### config.mk
export PLATFORM = sky130hd
export DESIGN_NAME = status_packet_parser
export DESIGN_NICKNAME = d
export VERILOG_FILES = /design/src/design/spp_pkg.sv /design/src/design/status_packet_parser.sv /design/src/design/spp_core.sv
export SDC_FILE = /design/constraint.sdc
export NUM_CORES = 1
export LEC_CHECK = 0
export ABC_AREA = 1
export BUFFER_PORTS_ARGS = -buffer_cell sky130_fd_sc_hd__clkbuf_2
export CORE_MARGIN = 4
export CORE_UTILIZATION = 50
export CTS_CLUSTER_SIZE = 16
export DETAILED_ROUTE_END_ITERATION = 10
export PLACE_DENSITY = 0.71
export SYNTH_ARGS = -nofsm -noshare
export SYNTH_HDL_FRONTEND = slang
export SYNTH_SLANG_ARGS = --single-unit
export TNS_END_PERCENT = 5
### constraint.sdc
create_clock -name clk_i -period 3.9 [get_ports clk_i]
set_input_delay 0.78 -clock clk_i [delete_from_list [all_inputs] [get_ports clk_i]]
set_output_delay 0.78 -clock clk_i [all_outputs]
set_load 0.02 [all_outputs]
### src/design/spp_pkg.sv
// Shared types, codes and the CRC-16 byte step for the status packet parser.
// No dependencies; imported by spp_core and status_packet_parser.
package spp_pkg;

  localparam logic [31:0] HdrWord      = 32'hFFFF_FD00;
  localparam logic [15:0] CrcPoly      = 16'h8005;
  localparam logic [15:0] TimeoutReset = 16'd5000;
  localparam logic [7:0]  NoId         = 8'hFF;
  localparam logic [15:0] MinLength    = 16'd4;

  typedef enum logic [1:0] {
    CMD_BYTE  = 2'd0,
    CMD_TICK  = 2'd1,
    CMD_START = 2'd2
  } cmd_e;

  typedef enum logic [2:0] {
    ST_OK      = 3'd0,
    ST_DEV_ERR = 3'd1,
    ST_CRC     = 3'd2,
    ST_BAD_HDR = 3'd3,
    ST_BAD_LEN = 3'd4,
    ST_TIMEOUT = 3'd5
  } status_e;

  typedef enum logic {
    KIND_PARAM  = 1'b0,
    KIND_STATUS = 1'b1
  } kind_e;

  typedef enum logic [3:0] {
    PH_IDLE   = 4'd0,
    PH_HDR    = 4'd1,
    PH_ID     = 4'd2,
    PH_LEN_LO = 4'd3,
    PH_LEN_HI = 4'd4,
    PH_INSTR  = 4'd5,
    PH_ERR    = 4'd6,
    PH_PARAM  = 4'd7,
    PH_CRC_LO = 4'd8,
    PH_CRC_HI = 4'd9
  } phase_e;

  typedef struct packed {
    logic        vld;
    kind_e       kind;
    logic [7:0]  param_byte;
    logic [15:0] param_index;
    logic [7:0]  node_id;
    status_e     status_code;
    logic [7:0]  device_error;
  } res_t;

  function automatic logic [15:0] crc_step(input logic [15:0] crc, input logic [7:0] b);
    logic [15:0] c;
    c = crc ^ {b, 8'h00};
    for (int k = 0; k < 8; k++) begin
      if (c[15]) begin
        c = {c[14:0], 1'b0} ^ CrcPoly;
      end else begin
        c = {c[14:0], 1'b0};
      end
    end
    return c;
  endfunction

endpackage

### src/design/status_packet_parser.sv
// Top level of the status packet parser: input register, parse core, result register.
// Depends on spp_pkg and spp_core.
//
//   channel   direction  handshake                 payload
//   in        to block   in_valid_i / in_stall_o   command_i, rx_byte_i
//   out       from block out_valid_o / out_stall_i kind_o, param_byte_o, param_index_o,
//                                                  node_id_o, status_code_o, device_error_o
//   cfg       to block   cfg_we_i                  cfg_wdata_i (timeout_ticks)
//
// One word per cycle while neither channel stalls; a word is held in the input register,
// is decoded in one pass including a single CRC byte step, and its result is
// registered in the result register. Asynchronous active-low reset returns the
// parser to idle with timeout_ticks at 5000. A stalled result holds the input
// register, which then stalls the input channel.
module status_packet_parser
  import spp_pkg::*;
(
  input  logic        clk_i,
  input  logic        rst_ni,
  input  logic        in_valid_i,
  output logic        in_stall_o,
  input  logic [1:0]  command_i,
  input  logic [7:0]  rx_byte_i,
  output logic        out_valid_o,
  input  logic        out_stall_i,
  output logic        kind_o,
  output logic [7:0]  param_byte_o,
  output logic [15:0] param_index_o,
  output logic [7:0]  node_id_o,
  output logic [2:0]  status_code_o,
  output logic [7:0]  device_error_o,
  input  logic        cfg_we_i,
  input  logic [15:0] cfg_wdata_i
);

  logic        in_vld_q, in_vld_d;
  logic [1:0]  cmd_q;
  logic [7:0]  byte_q;
  logic [15:0] timeout_q;
  logic        out_vld_q, out_vld_d;
  res_t        out_q;
  res_t        res;
  logic        consume;
  logic        in_take;

  assign consume    = in_vld_q && (!out_vld_q || !out_stall_i);
  assign in_stall_o = in_vld_q && !consume;
  assign in_take    = in_valid_i && !in_stall_o;
  assign in_vld_d   = in_take ? 1'b1 : (in_vld_q && !consume);
  assign out_vld_d  = (consume && res.vld) ? 1'b1 : (out_vld_q && out_stall_i);

  spp_core u_core (
    .clk_i           (clk_i),
    .rst_ni          (rst_ni),
    .valid_i         (consume),
    .command_i       (cmd_e'(cmd_q)),
    .rx_byte_i       (byte_q),
    .timeout_ticks_i (timeout_q),
    .res_o           (res)
  );

  always_ff @(posedge clk_i or negedge rst_ni) begin
    if (!rst_ni) begin
      in_vld_q  <= 1'b0;
      out_vld_q <= 1'b0;
      timeout_q <= TimeoutReset;
    end else begin
      in_vld_q  <= in_vld_d;
      out_vld_q <= out_vld_d;
      if (cfg_we_i) begin
        timeout_q <= cfg_wdata_i;
      end
    end
  end

  always_ff @(posedge clk_i) begin
    if (in_take) begin
      cmd_q  <= command_i;
      byte_q <= rx_byte_i;
    end
    if (consume && res.vld) begin
      out_q <= res;
    end
  end

  assign out_valid_o    = out_vld_q;
  assign kind_o         = out_q.kind;
  assign param_byte_o   = out_q.param_byte;
  assign param_index_o  = out_q.param_index;
  assign node_id_o      = out_q.node_id;
  assign status_code_o  = out_q.status_code;
  assign device_error_o = out_q.device_error;

  a_stall_needs_word: assert property (@(posedge clk_i) disable iff (!rst_ni)
    in_stall_o |-> in_vld_q && out_vld_q)
    else $error("input stalled without a held word and result");

  a_no_repeat: assert property (@(posedge clk_i) disable iff (!rst_ni)
    out_vld_q && !out_stall_i && !(consume && res.vld) |=> !out_vld_q)
    else $error("taken result shown again");

  a_param_clean: assert property (@(posedge clk_i) disable iff (!rst_ni)
    out_vld_q && out_q.kind == KIND_PARAM |-> out_q.status_code == ST_OK &&
      out_q.device_error == 8'd0)
    else $error("parameter word carries status fields");

  a_no_id: assert property (@(posedge clk_i) disable iff (!rst_ni)
    out_vld_q && out_q.kind == KIND_STATUS &&
      (out_q.status_code == ST_TIMEOUT || out_q.status_code == ST_BAD_HDR)
      |-> out_q.node_id == NoId && out_q.device_error == 8'd0)
    else $error("timeout or bad header status carries an id");

endmodule

### src/design/spp_core.sv
// Packet parsing state and per-word decode: next state and result for one word.
// Depends on spp_pkg.
module spp_core
  import spp_pkg::*;
(
  input  logic        clk_i,
  input  logic        rst_ni,
  input  logic        valid_i,
  input  cmd_e        command_i,
  input  logic [7:0]  rx_byte_i,
  input  logic [15:0] timeout_ticks_i,
  output res_t        res_o
);

  phase_e      phase_q, phase_d;
  logic [15:0] cnt_q, cnt_d;
  logic [31:0] hdr_q, hdr_d;
  logic [15:0] plen_q, plen_d;
  logic [7:0]  id_q, id_d;
  logic [7:0]  err_q, err_d;
  logic [15:0] crc_q, crc_d;
  logic [7:0]  crc_lo_q, crc_lo_d;
  logic [15:0] timer_q, timer_d;

  logic [15:0] timer_sat;
  logic [15:0] cnt_inc;
  logic [15:0] crc_next;
  logic [31:0] hdr_next;
  logic [15:0] len_full;
  logic        in_timed;
  logic        clr;

  assign timer_sat = (timer_q == 16'hFFFF) ? timer_q : timer_q + 16'd1;
  assign cnt_inc   = cnt_q + 16'd1;
  assign crc_next  = crc_step(crc_q, rx_byte_i);
  assign hdr_next  = {hdr_q[23:0], rx_byte_i};
  assign len_full  = {rx_byte_i, plen_q[7:0]};
  assign in_timed  = (phase_q >= PH_HDR) && (phase_q <= PH_LEN_HI);
  assign clr       = valid_i && ((command_i == CMD_START) ||
                                 (res_o.vld && res_o.kind == KIND_STATUS));

  always_comb begin
    res_o              = '0;
    res_o.kind         = KIND_PARAM;
    res_o.status_code  = ST_OK;
    if (valid_i && phase_q != PH_IDLE) begin
      case (command_i)
        CMD_TICK: begin
          if (in_timed && timer_sat >= timeout_ticks_i) begin
            res_o.vld         = 1'b1;
            res_o.kind        = KIND_STATUS;
            res_o.node_id     = NoId;
            res_o.status_code = ST_TIMEOUT;
          end
        end
        CMD_BYTE: begin
          case (phase_q)
            PH_HDR: begin
              if (cnt_q == 16'd3 && hdr_next != HdrWord) begin
                res_o.vld         = 1'b1;
                res_o.kind        = KIND_STATUS;
                res_o.node_id     = NoId;
                res_o.status_code = ST_BAD_HDR;
              end
            end
            PH_LEN_HI: begin
              if (len_full < MinLength) begin
                res_o.vld         = 1'b1;
                res_o.kind        = KIND_STATUS;
                res_o.node_id     = id_q;
                res_o.status_code = ST_BAD_LEN;
              end
            end
            PH_PARAM: begin
              if (err_q == 8'd0) begin
                res_o.vld         = 1'b1;
                res_o.param_byte  = rx_byte_i;
                res_o.param_index = cnt_q;
                res_o.node_id     = id_q;
              end
            end
            PH_CRC_HI: begin
              res_o.vld          = 1'b1;
              res_o.kind         = KIND_STATUS;
              res_o.node_id      = id_q;
              res_o.device_error = err_q;
              if (err_q != 8'd0) begin
                res_o.status_code = ST_DEV_ERR;
              end else if (crc_lo_q != crc_q[7:0] || rx_byte_i != crc_q[15:8]) begin
                res_o.status_code = ST_CRC;
              end else begin
                res_o.status_code = ST_OK;
              end
            end
            default: begin
            end
          endcase
        end
        default: begin
        end
      endcase
    end
  end

  always_comb begin
    phase_d  = phase_q;
    cnt_d    = cnt_q;
    hdr_d    = hdr_q;
    plen_d   = plen_q;
    id_d     = id_q;
    err_d    = err_q;
    crc_d    = crc_q;
    crc_lo_d = crc_lo_q;
    timer_d  = timer_q;
    if (valid_i && phase_q != PH_IDLE) begin
      case (command_i)
        CMD_TICK: begin
          if (in_timed) begin
            timer_d = timer_sat;
          end
        end
        CMD_BYTE: begin
          case (phase_q)
            PH_HDR: begin
              crc_d = crc_next;
              hdr_d = hdr_next;
              cnt_d = cnt_inc;
              if (cnt_q == 16'd3) begin
                cnt_d   = 16'd0;
                phase_d = PH_ID;
              end
            end
            PH_ID: begin
              crc_d   = crc_next;
              id_d    = rx_byte_i;
              phase_d = PH_LEN_LO;
            end
            PH_LEN_LO: begin
              crc_d   = crc_next;
              plen_d  = {8'd0, rx_byte_i};
              phase_d = PH_LEN_HI;
            end
            PH_LEN_HI: begin
              crc_d   = crc_next;
              plen_d  = len_full - MinLength;
              phase_d = PH_INSTR;
            end
            PH_INSTR: begin
              crc_d   = crc_next;
              phase_d = PH_ERR;
            end
            PH_ERR: begin
              crc_d   = crc_next;
              err_d   = rx_byte_i;
              cnt_d   = 16'd0;
              phase_d = (plen_q != 16'd0) ? PH_PARAM : PH_CRC_LO;
            end
            PH_PARAM: begin
              crc_d = crc_next;
              cnt_d = cnt_inc;
              if (cnt_inc >= plen_q) begin
                phase_d = PH_CRC_LO;
              end
            end
            PH_CRC_LO: begin
              crc_lo_d = rx_byte_i;
              phase_d  = PH_CRC_HI;
            end
            PH_CRC_HI: begin
            end
            default: begin
              phase_d = PH_IDLE;
            end
          endcase
        end
        default: begin
        end
      endcase
    end
    if (clr) begin
      phase_d  = PH_IDLE;
      cnt_d    = 16'd0;
      hdr_d    = 32'd0;
      plen_d   = 16'd0;
      id_d     = NoId;
      err_d    = 8'd0;
      crc_d    = 16'd0;
      crc_lo_d = 8'd0;
      timer_d  = 16'd0;
      if (command_i == CMD_START) begin
        phase_d = PH_HDR;
      end
    end
  end

  always_ff @(posedge clk_i or negedge rst_ni) begin
    if (!rst_ni) begin
      phase_q  <= PH_IDLE;
      cnt_q    <= 16'd0;
      hdr_q    <= 32'd0;
      plen_q   <= 16'd0;
      id_q     <= NoId;
      err_q    <= 8'd0;
      crc_q    <= 16'd0;
      crc_lo_q <= 8'd0;
      timer_q  <= 16'd0;
    end else begin
      phase_q  <= phase_d;
      cnt_q    <= cnt_d;
      hdr_q    <= hdr_d;
      plen_q   <= plen_d;
      id_q     <= id_d;
      err_q    <= err_d;
      crc_q    <= crc_d;
      crc_lo_q <= crc_lo_d;
      timer_q  <= timer_d;
    end
  end

endmodule

==> results.md, run 1 <==
- Drt pass-1 iters: 7
- Synth area leader: dfrtp_1
- Synth warnings: 0
- Placer Congestion: 0.9005
- Worst relative slew slack: 0.5172
- Placed cell area: 0.01114 mm^2
- Total gr overflow: 0
- F_max: 283.8 MHz
- GRT Total Usage: 0.2201
- Fin nets: 1,414
- Max VDD drop: 0.3312 mV
- Yosys reg bits: 188
- Period Utilization, post-route: 0.9035
- First-pass GRT wire length: 42,040 um
- Clock power share: 0.330
- Top post-synthesis cells by count: nand2_1, nor2_1, inv_1
- Vias per cell: 5.335
- Unrepaired setup endpoints after global routing: false
- Critical Setup Path Class: flip-flop to flip-flop
- Initial Utilization: 0.5120
- Final Setup Violations: 0
- Total of max-cap violations: 0
- Routed Antenna Nets: 0
- Main synth FF type: dfrtp_1
- DP HPWL: 18,500 um
- Area growth, synth to finish: 12.64%
- I/O pin count: 77
- WL/cell: 15.37 um
- Fin Setup TNS: 0 ps
- Die Span Y: 152.4 um
- Most common cell in the netlist: nand2_1
- Die W: 152.4 um
- Post-synth top area share: 0.2904
- Slew at the pin closest to its max-slew limit: 722.2 ps
- CTS Buffer Depth: 2
- Mapped Area: 0.01043 mm^2
- Area of the die: 0.02323 mm^2
- Final hold vios: 0
- Part of the power in combinational logic: 0.205
- Leakage: 5.525 nW
- IO Port Bufs: 76
- CP Launch Type: flip-flop
- Post-synth EDFFs: 54
- WP data arrival: 3660 ps
- Flop pwr share: 0.465
- Post-synth ARST share: 0.7128
- DR vias: 8,674
- Diodes inserted: 0
- Initial antenna violation count: 0
- Int Power: 3.623 mW
- H-tree depth: 4
- Status: completed
- Pin count of the biggest net entering global routing: 63
- Rows: 52
- CTS tree: yes
- Sw power: 1.671 mW
- Share of cells above drive strength 1: 0.1350
- Worst setup EP type: flip-flop
- Worst r2r path cells: 16
- Max Fanout on Critical Path: 29
- Worst Hold Class: primary input to async pin
- Clk pin slew, worst setup/hold paths: 70 ps
- Clock Latency Late Sink: 430 ps
- Postcts setup bufs: 0
- Final Skew: 9.074 ps
- DRT iter0 DRCs: 863
- Slew Viols, Final: 0
- Core area: 0.02036 mm^2
- CTS Buf Count: 17
- Yosys cell types: 44
- Vias in the first global route: 8,208
- Synth area leaders: dfrtp_1, edfxtp_1, nand2_1, nor2_1, inv_1
- Finished layout cell area: 0.01174 mm^2
- Sequential area share after synthesis: 0.4787
- Clock Sinks: 188
- Power Density: 450.8 mW/mm^2
- Post-Syn Nets: 1,339
- Sw frac: 0.3156
- WL final: 25,000 um
- WP data required: 4040 ps
- Drc violations: 0
- Root Buffer: clkbuf_16
- Post-synthesis cell count: 1,268
- Fin crit period: 3524 ps
- Avg Synthesized Cell Area: 8.223 um^2
## power by group through the flow
stage                     Combinational [mW]  Clock (mW)  Sequential (mW)
after floorplan                        0.846           0             2.43
after global placement                  1.05           0             2.49
after detailed placement                1.08           0             2.49
after CTS                               1.09        1.76             2.46
after global routing                    1.26        1.86             2.49
final                                   1.09        1.74             2.46
## area by class of cell
class / instances / area [um^2]
fillers: 1820 / 8621
flip-flops and latches: 188 / 4991
multi-input cells: 871 / 4612
inverters: 167 / 626.9
repair buffers: 98 / 589.3
clock buffers: 17 / 425.4
well taps: 270 / 337.8
clock inverters: 15 / 161.4
## cell usage in the layout (no fill, tap or decap), types with 3 or more instances in the layout
master	count
a211oi_1	27
a21oi_1	47
buf_12	3
buf_4	19
clkbuf_16	17
clkbuf_2	75
clkinv_1	3
clkinvlp_4	3
dfrtp_1	121
dfstp_2	13
edfxtp_1	54
ha_1	40
inv_1	161
inv_2	5
inv_6	4
nand2_1	263
nand2_2	6
nand3_1	82
nand3b_1	4
nand4_1	20
nor2_1	171
nor2_2	6
nor2_4	5
nor3_1	23
nor3_2	3
nor4_1	5
o211ai_1	15
o211ai_2	10
o21a_1	3
o21ai_0	59
o21ai_1	30
xnor2_1	4
xor2_1	33
## timing repair
item,4_1_cts,5_1_grt
resized for setup,0,4
setup endpoints to repair,0,127
hold buffers,0,0
hold endpoints to repair,0,0
## path summary, 6_finish.rpt
kind | slack [ps] | from | end
worst max-delay path | 380 | u_core.timer_q[9]$_DFFE_PN0P_ | param_byte_o[7]$_SDFFCE_PN0P_
worst min-delay path | 370 | rst_ni | u_core.hdr_q[19]$_DFFE_PN0P_
worst max register to register | 380 | u_core.timer_q[9]$_DFFE_PN0P_ | param_byte_o[7]$_SDFFCE_PN0P_
worst min register to register | 500 | timeout_q[8]$_DFFE_PN1P_ | timeout_q[8]$_DFFE_PN1P_
max in group asynchronous | 2700 | rst_ni | u_core.id_q[5]$_DFFE_PN1P_
min in group clk_i | 500 | timeout_q[8]$_DFFE_PN1P_ | timeout_q[8]$_DFFE_PN1P_
## stage by stage
stage | util | setup slack [ps] | cells | hold slack (ps) | power, mW
after floorplan | - | 185.5 | 1268 | 458.8 | 3.272
after global routing | 0.5767 | 41.93 | 1626 | 424.0 | 5.610
after CTS | 0.5760 | 272.1 | 1626 | 397.3 | 5.309
after detailed placement | 0.5472 | 281.4 | 1594 | 494.9 | 3.571
final | 0.5767 | 376.5 | 1626 | 371.7 | 5.294
after global placement | 0.5472 | 420.8 | 1594 | 484.1 | 3.540
## sequential cells by signal, summed over array words and instances (netlist names), 2 cells and up
signal and flops:
u_core.hdr_q 24, param_index_o 16, timeout_q 16, u_core.cnt_q 16
u_core.crc_q 16, u_core.plen_q 16, u_core.timer_q 16, byte_q 8
device_error_o 8, node_id_o 8, param_byte_o 8, u_core.crc_lo_q 8
u_core.err_q 8, u_core.id_q 8, u_core.phase_q 4, status_code_o 3
cmd_q 2
## worst max-delay path: stages, from the launching register on
cell	delay [ps]
dfrtp_1	410
inv_1	90
nor3_1	330
nand4_1	290
nor2_4	230
inv_1	100
nand3_1	90
xor2_1	200
inv_1	70
ha_1	290
nand2_1	40
o21ai_0	160
a21oi_1	90
nand2_1	120
nand3_2	170
nand2_2	300
buf_12	230
## cell families after synthesis
| group | share of synthesized area |
|---|---|
| simple gates | 0.2456 |
| xor+xnor | 0.03108 |
| fa+ha+maj | 0.04800 |
| compound gates | 0.1146 |
| mux | 0.001080 |
| flops | 0.4787 |
| buf+inv | 0.08088 |
## per-layer routing
metal,global-route usage,up-vias,share of wire
met5,0,-,0
met2,0.3319,281,0.44
met3,0.04516,38,0.063
met1,0.3264,4040,0.48
li1,-,4315,-
met4,0.05736,0,0.015
(Power assumes the default switching activity.)
==> run 2, diff against run 1 <==
--- a/config.mk
+++ b/config.mk
@@ -15,4 +15,3 @@
 export SYNTH_ARGS = -nofsm -noshare
 export SYNTH_HDL_FRONTEND = slang
 export SYNTH_SLANG_ARGS = --single-unit
-export TNS_END_PERCENT = 5
==> constraint.sdc (replaced) <==
create_clock -name clk_i -period 2.9 [get_ports clk_i]
set_input_delay 0.58 -clock clk_i [delete_from_list [all_inputs] [get_ports clk_i]]
set_output_delay 0.58 -clock clk_i [all_outputs]
set_load 0.02 [all_outputs]
==> run 2 against run 1 <==
  * The run now ends with negative setup slack left
  * Largest power group unchanged
  * Final cell count is 7.3% higher
  * Routed wire length is 20% higher
  * Clock skew is 0.60 ps higher
==> results.md, run 2 (synthesized netlist as in run 1, its figures left out) <==
- Diodes inserted: 0 (unchanged)
- Setup WS post-layout: -534.8 ps (was 376.5 ps)
- Worst relative slew slack: 0.1725 (was 0.5172)
- Clock Latency Late Sink: 440 ps (was 430 ps)
- CP Launch Type: flip-flop (unchanged)
- Register with the most flip-flops: u_core.hdr_q (unchanged)
- Die Span Y: 152.4 um (unchanged)
- Routed Antenna Nets: 0 (unchanged)
- Worst r2r src: u_core.timer_q[1]$_DFFE_PN0P_ (was u_core.timer_q[9]$_DFFE_PN0P_)
- CTS Buffer Depth: 2 (unchanged)
- CTS tree: yes (unchanged)
- Critical Setup Path Class: flip-flop to flip-flop (unchanged)
- Final Setup Violations: 172 (was 0)
- DP HPWL: 19,230 um (was 18,500 um)
- Rows: 52 (unchanged)
- Violated checks: negative setup slack
- DRT iter0 DRCs: 958 (was 863)
- Area growth, synth to finish: 34.39% (was 12.64%)
- CTS Buf Count: 17 (unchanged)
- Pin count of the biggest net entering global routing: 51 (was 63)
- Critical R2R Capture: u_core.err_q[2]$_DFFE_PN0P_ (was param_byte_o[7]$_SDFFCE_PN0P_)
- Worst Hold Class: primary input to async pin (unchanged)
- Unrepaired setup endpoints after global routing: true (was false)
- Vias in the first global route: 9,105 (was 8,208)
- I/O pin count: 77 (unchanged)
- WP data required: 3270 ps (was 4040 ps)
- Worst Setup SP: u_core.timer_q[1]$_DFFE_PN0P_ (was u_core.timer_q[9]$_DFFE_PN0P_)
- Fin nets: 1,532 (was 1,414)
- Initial antenna violation count: 0 (unchanged)
- H-tree depth: 4 (unchanged)
- Setup slack, reg-to-reg: -530 ps (was 380 ps)
- Leakage: 6.496 nW (was 5.525 nW)
- GRT Total Usage: 0.2412 (was 0.2201)
- Clock Sinks: 188 (unchanged)
- Slew Viols, Final: 0 (unchanged)
- Slew at the pin closest to its max-slew limit: 1238 ps (was 722.2 ps)
- Final Skew: 9.676 ps (was 9.074 ps)
- Worst path max stage delay: 400 ps (was 410 ps)
- Max VDD drop: 0.4770 mV (was 0.3312 mV)
- Power Density: 561.6 mW/mm^2 (was 450.8 mW/mm^2)
- DR vias: 9,536 (was 8,674)
- Period Utilization, post-route: 1.184 (was 0.9035)
- Total of max-cap violations: 0 (unchanged)
- IO Port Bufs: 76 (unchanged)
- Hold slack: 210.9 ps (was 371.7 ps)
- Vias per cell: 5.468 (was 5.335)
- Clk pin slew, worst setup/hold paths: 80 ps (was 70 ps)
- Cell at the slowest stage of the critical path: dfrtp_1 (unchanged)
- Fin Setup TNS: -70,120 ps (was 0 ps)
- Most frequent cells in the layout: nand2_1, inv_1, nor2_1 (was nand2_1, nor2_1, inv_1)
- Status: finished, violations left (was completed)
- Die W: 152.4 um (unchanged)
- Core area: 0.02036 mm^2 (unchanged)
- First-pass GRT wire length: 45,450 um (was 42,040 um)
- F_max: 291.1 MHz (was 283.8 MHz)
- WL final: 30,110 um (was 25,000 um)
- Placer Congestion: 0.9644 (was 0.9005)
- Drc violations: 0 (unchanged)
- Max reg flops: 24 (unchanged)
- WP data arrival: 3810 ps (was 3660 ps)
- Area of the die: 0.02323 mm^2 (unchanged)
- Root Buffer: clkbuf_16 (unchanged)
- Share of cells above drive strength 1: 0.3107 (was 0.1350)
- Crit path to: u_core.err_q[2]$_DFFE_PN0P_ (was param_byte_o[7]$_SDFFCE_PN0P_)
- Fin crit period: 3435 ps (was 3524 ps)
- Worst setup EP type: flip-flop (unchanged)
- Worst r2r path cells: 21 (was 16)
- Drt pass-1 iters: 5 (was 7)
- Final hold vios: 0 (unchanged)
- CP Cell Sequence: ha_4 > nand3_4 > nor2_4 > nand4_1 > nor2_4 > inv_2 > nand3_2 > xor2_2 > inv_1 > ha_1 > a21oi_2 > o21ai_1 > a21oi_2 > nand2_4 > nand3_4 > nand3_4 > buf_12 > nor2_4 > clkbuf_16 > nand2_1 > o21ai_1 (was inv_1 > nor3_1 > nand4_1 > nor2_4 > inv_1 > nand3_1 > xor2_1 > inv_1 > ha_1 > nand2_1 > o21ai_0 > a21oi_1 > nand2_1 > nand3_2 > nand2_2 > buf_12)
- Total gr overflow: 0 (unchanged)
- Commonest non-fill, non-tap cell in the layout: nand2_1 (unchanged)
- Max Fanout on Critical Path: 8 (was 29)
- WL/cell: 17.27 um (was 15.37 um)
- Initial Utilization: 0.5120 (unchanged)
[run 2: cell count changes in the layout (fill, tap and decap cells not counted), moves of 25 or more]
cell and change:
nand3_2 +28, a211oi_2 +25, a211oi_1 -26, buf_4 +77
nand3_1 -34, o21ai_2 +37
[run 2: per-layer routing]
metal / up-vias / global-route usage / wire length [um]
met5: - / 0 / 0
met4: 0 / 0.07577 / 903
met3: 76 / 0.05652 / 1780
met2: 344 / 0.3903 / 14520
met1: 4552 / 0.3239 / 12910
li1: 4564 / - / -
[run 2: through the flow]
stage | power, mW | instances | area [um^2] | utilization | worst slack [ps]
after global placement | 5.035 | 1672 | 12060 | 0.5921 | -254.9
after floorplan | 4.487 | 1268 | 10760 | - | -234.5
after global routing | 8.276 | 1744 | 14010 | 0.6881 | -677.8
final | 7.870 | 1744 | 14010 | 0.6881 | -534.8
after detailed placement | 5.096 | 1672 | 12060 | 0.5921 | -408.6
after CTS | 7.641 | 1730 | 13300 | 0.6531 | -303.1
[run 2: worst min path at each step]
stage | from | end | slack (ps) | cells past startpoint
after global routing | rst_ni | timeout_q[14]$_DFFE_PN0P_ | 250 | 1
after global placement | u_core.err_q[2]$_DFFE_PN0P_ | u_core.err_q[2]$_DFFE_PN0P_ | 480 | 2
after floorplan | rst_ni | in_vld_q$_DFF_PN0_ | 280 | 0
after detailed placement | timeout_q[3]$_DFFE_PN1P_ | timeout_q[3]$_DFFE_PN1P_ | 490 | 2
after CTS | rst_ni | timeout_q[13]$_DFFE_PN0P_ | 220 | 1
final | rst_ni | timeout_q[13]$_DFFE_PN0P_ | 210 | 1
[run 2: layout make-up]
type	instances	area, um^2
Clock inverter	15	173.9
Multi-Input combinational cell	876	5588
Tap cell	270	337.8
Sequential cell	188	4991
Timing Repair Buffer	211	1869
Clock buffer	17	425.4
Fill cell	1500	6352
Inverter	167	626.9
[run 2: worst max-delay path, delay by kind of cell (launching register included)]
kind,cells,cell delay (ps)
flops,1,400
compound gates,4,570
fa+ha+maj,2,360
buf+inv,4,510
xor+xnor,1,220
simple gates,10,1260
[run 2: what timing repair did]
| action | in CTS | in global routing |
|---|---|---|
| setup endpoints to repair | 172 | 172 |
| buffers inserted | 18 | 12 |
| hold buffers | 0 | 0 |
| gates resized for setup | 73 | 110 |
| gates cloned | 8 | 8 |
| pin swaps | 17 | 14 |
[run 2: power breakdown]
part	internal (mW)	switching (mW)
Sequential	3.03	0.266
Combinational	0.944	1.25
Clock	1.24	1.15
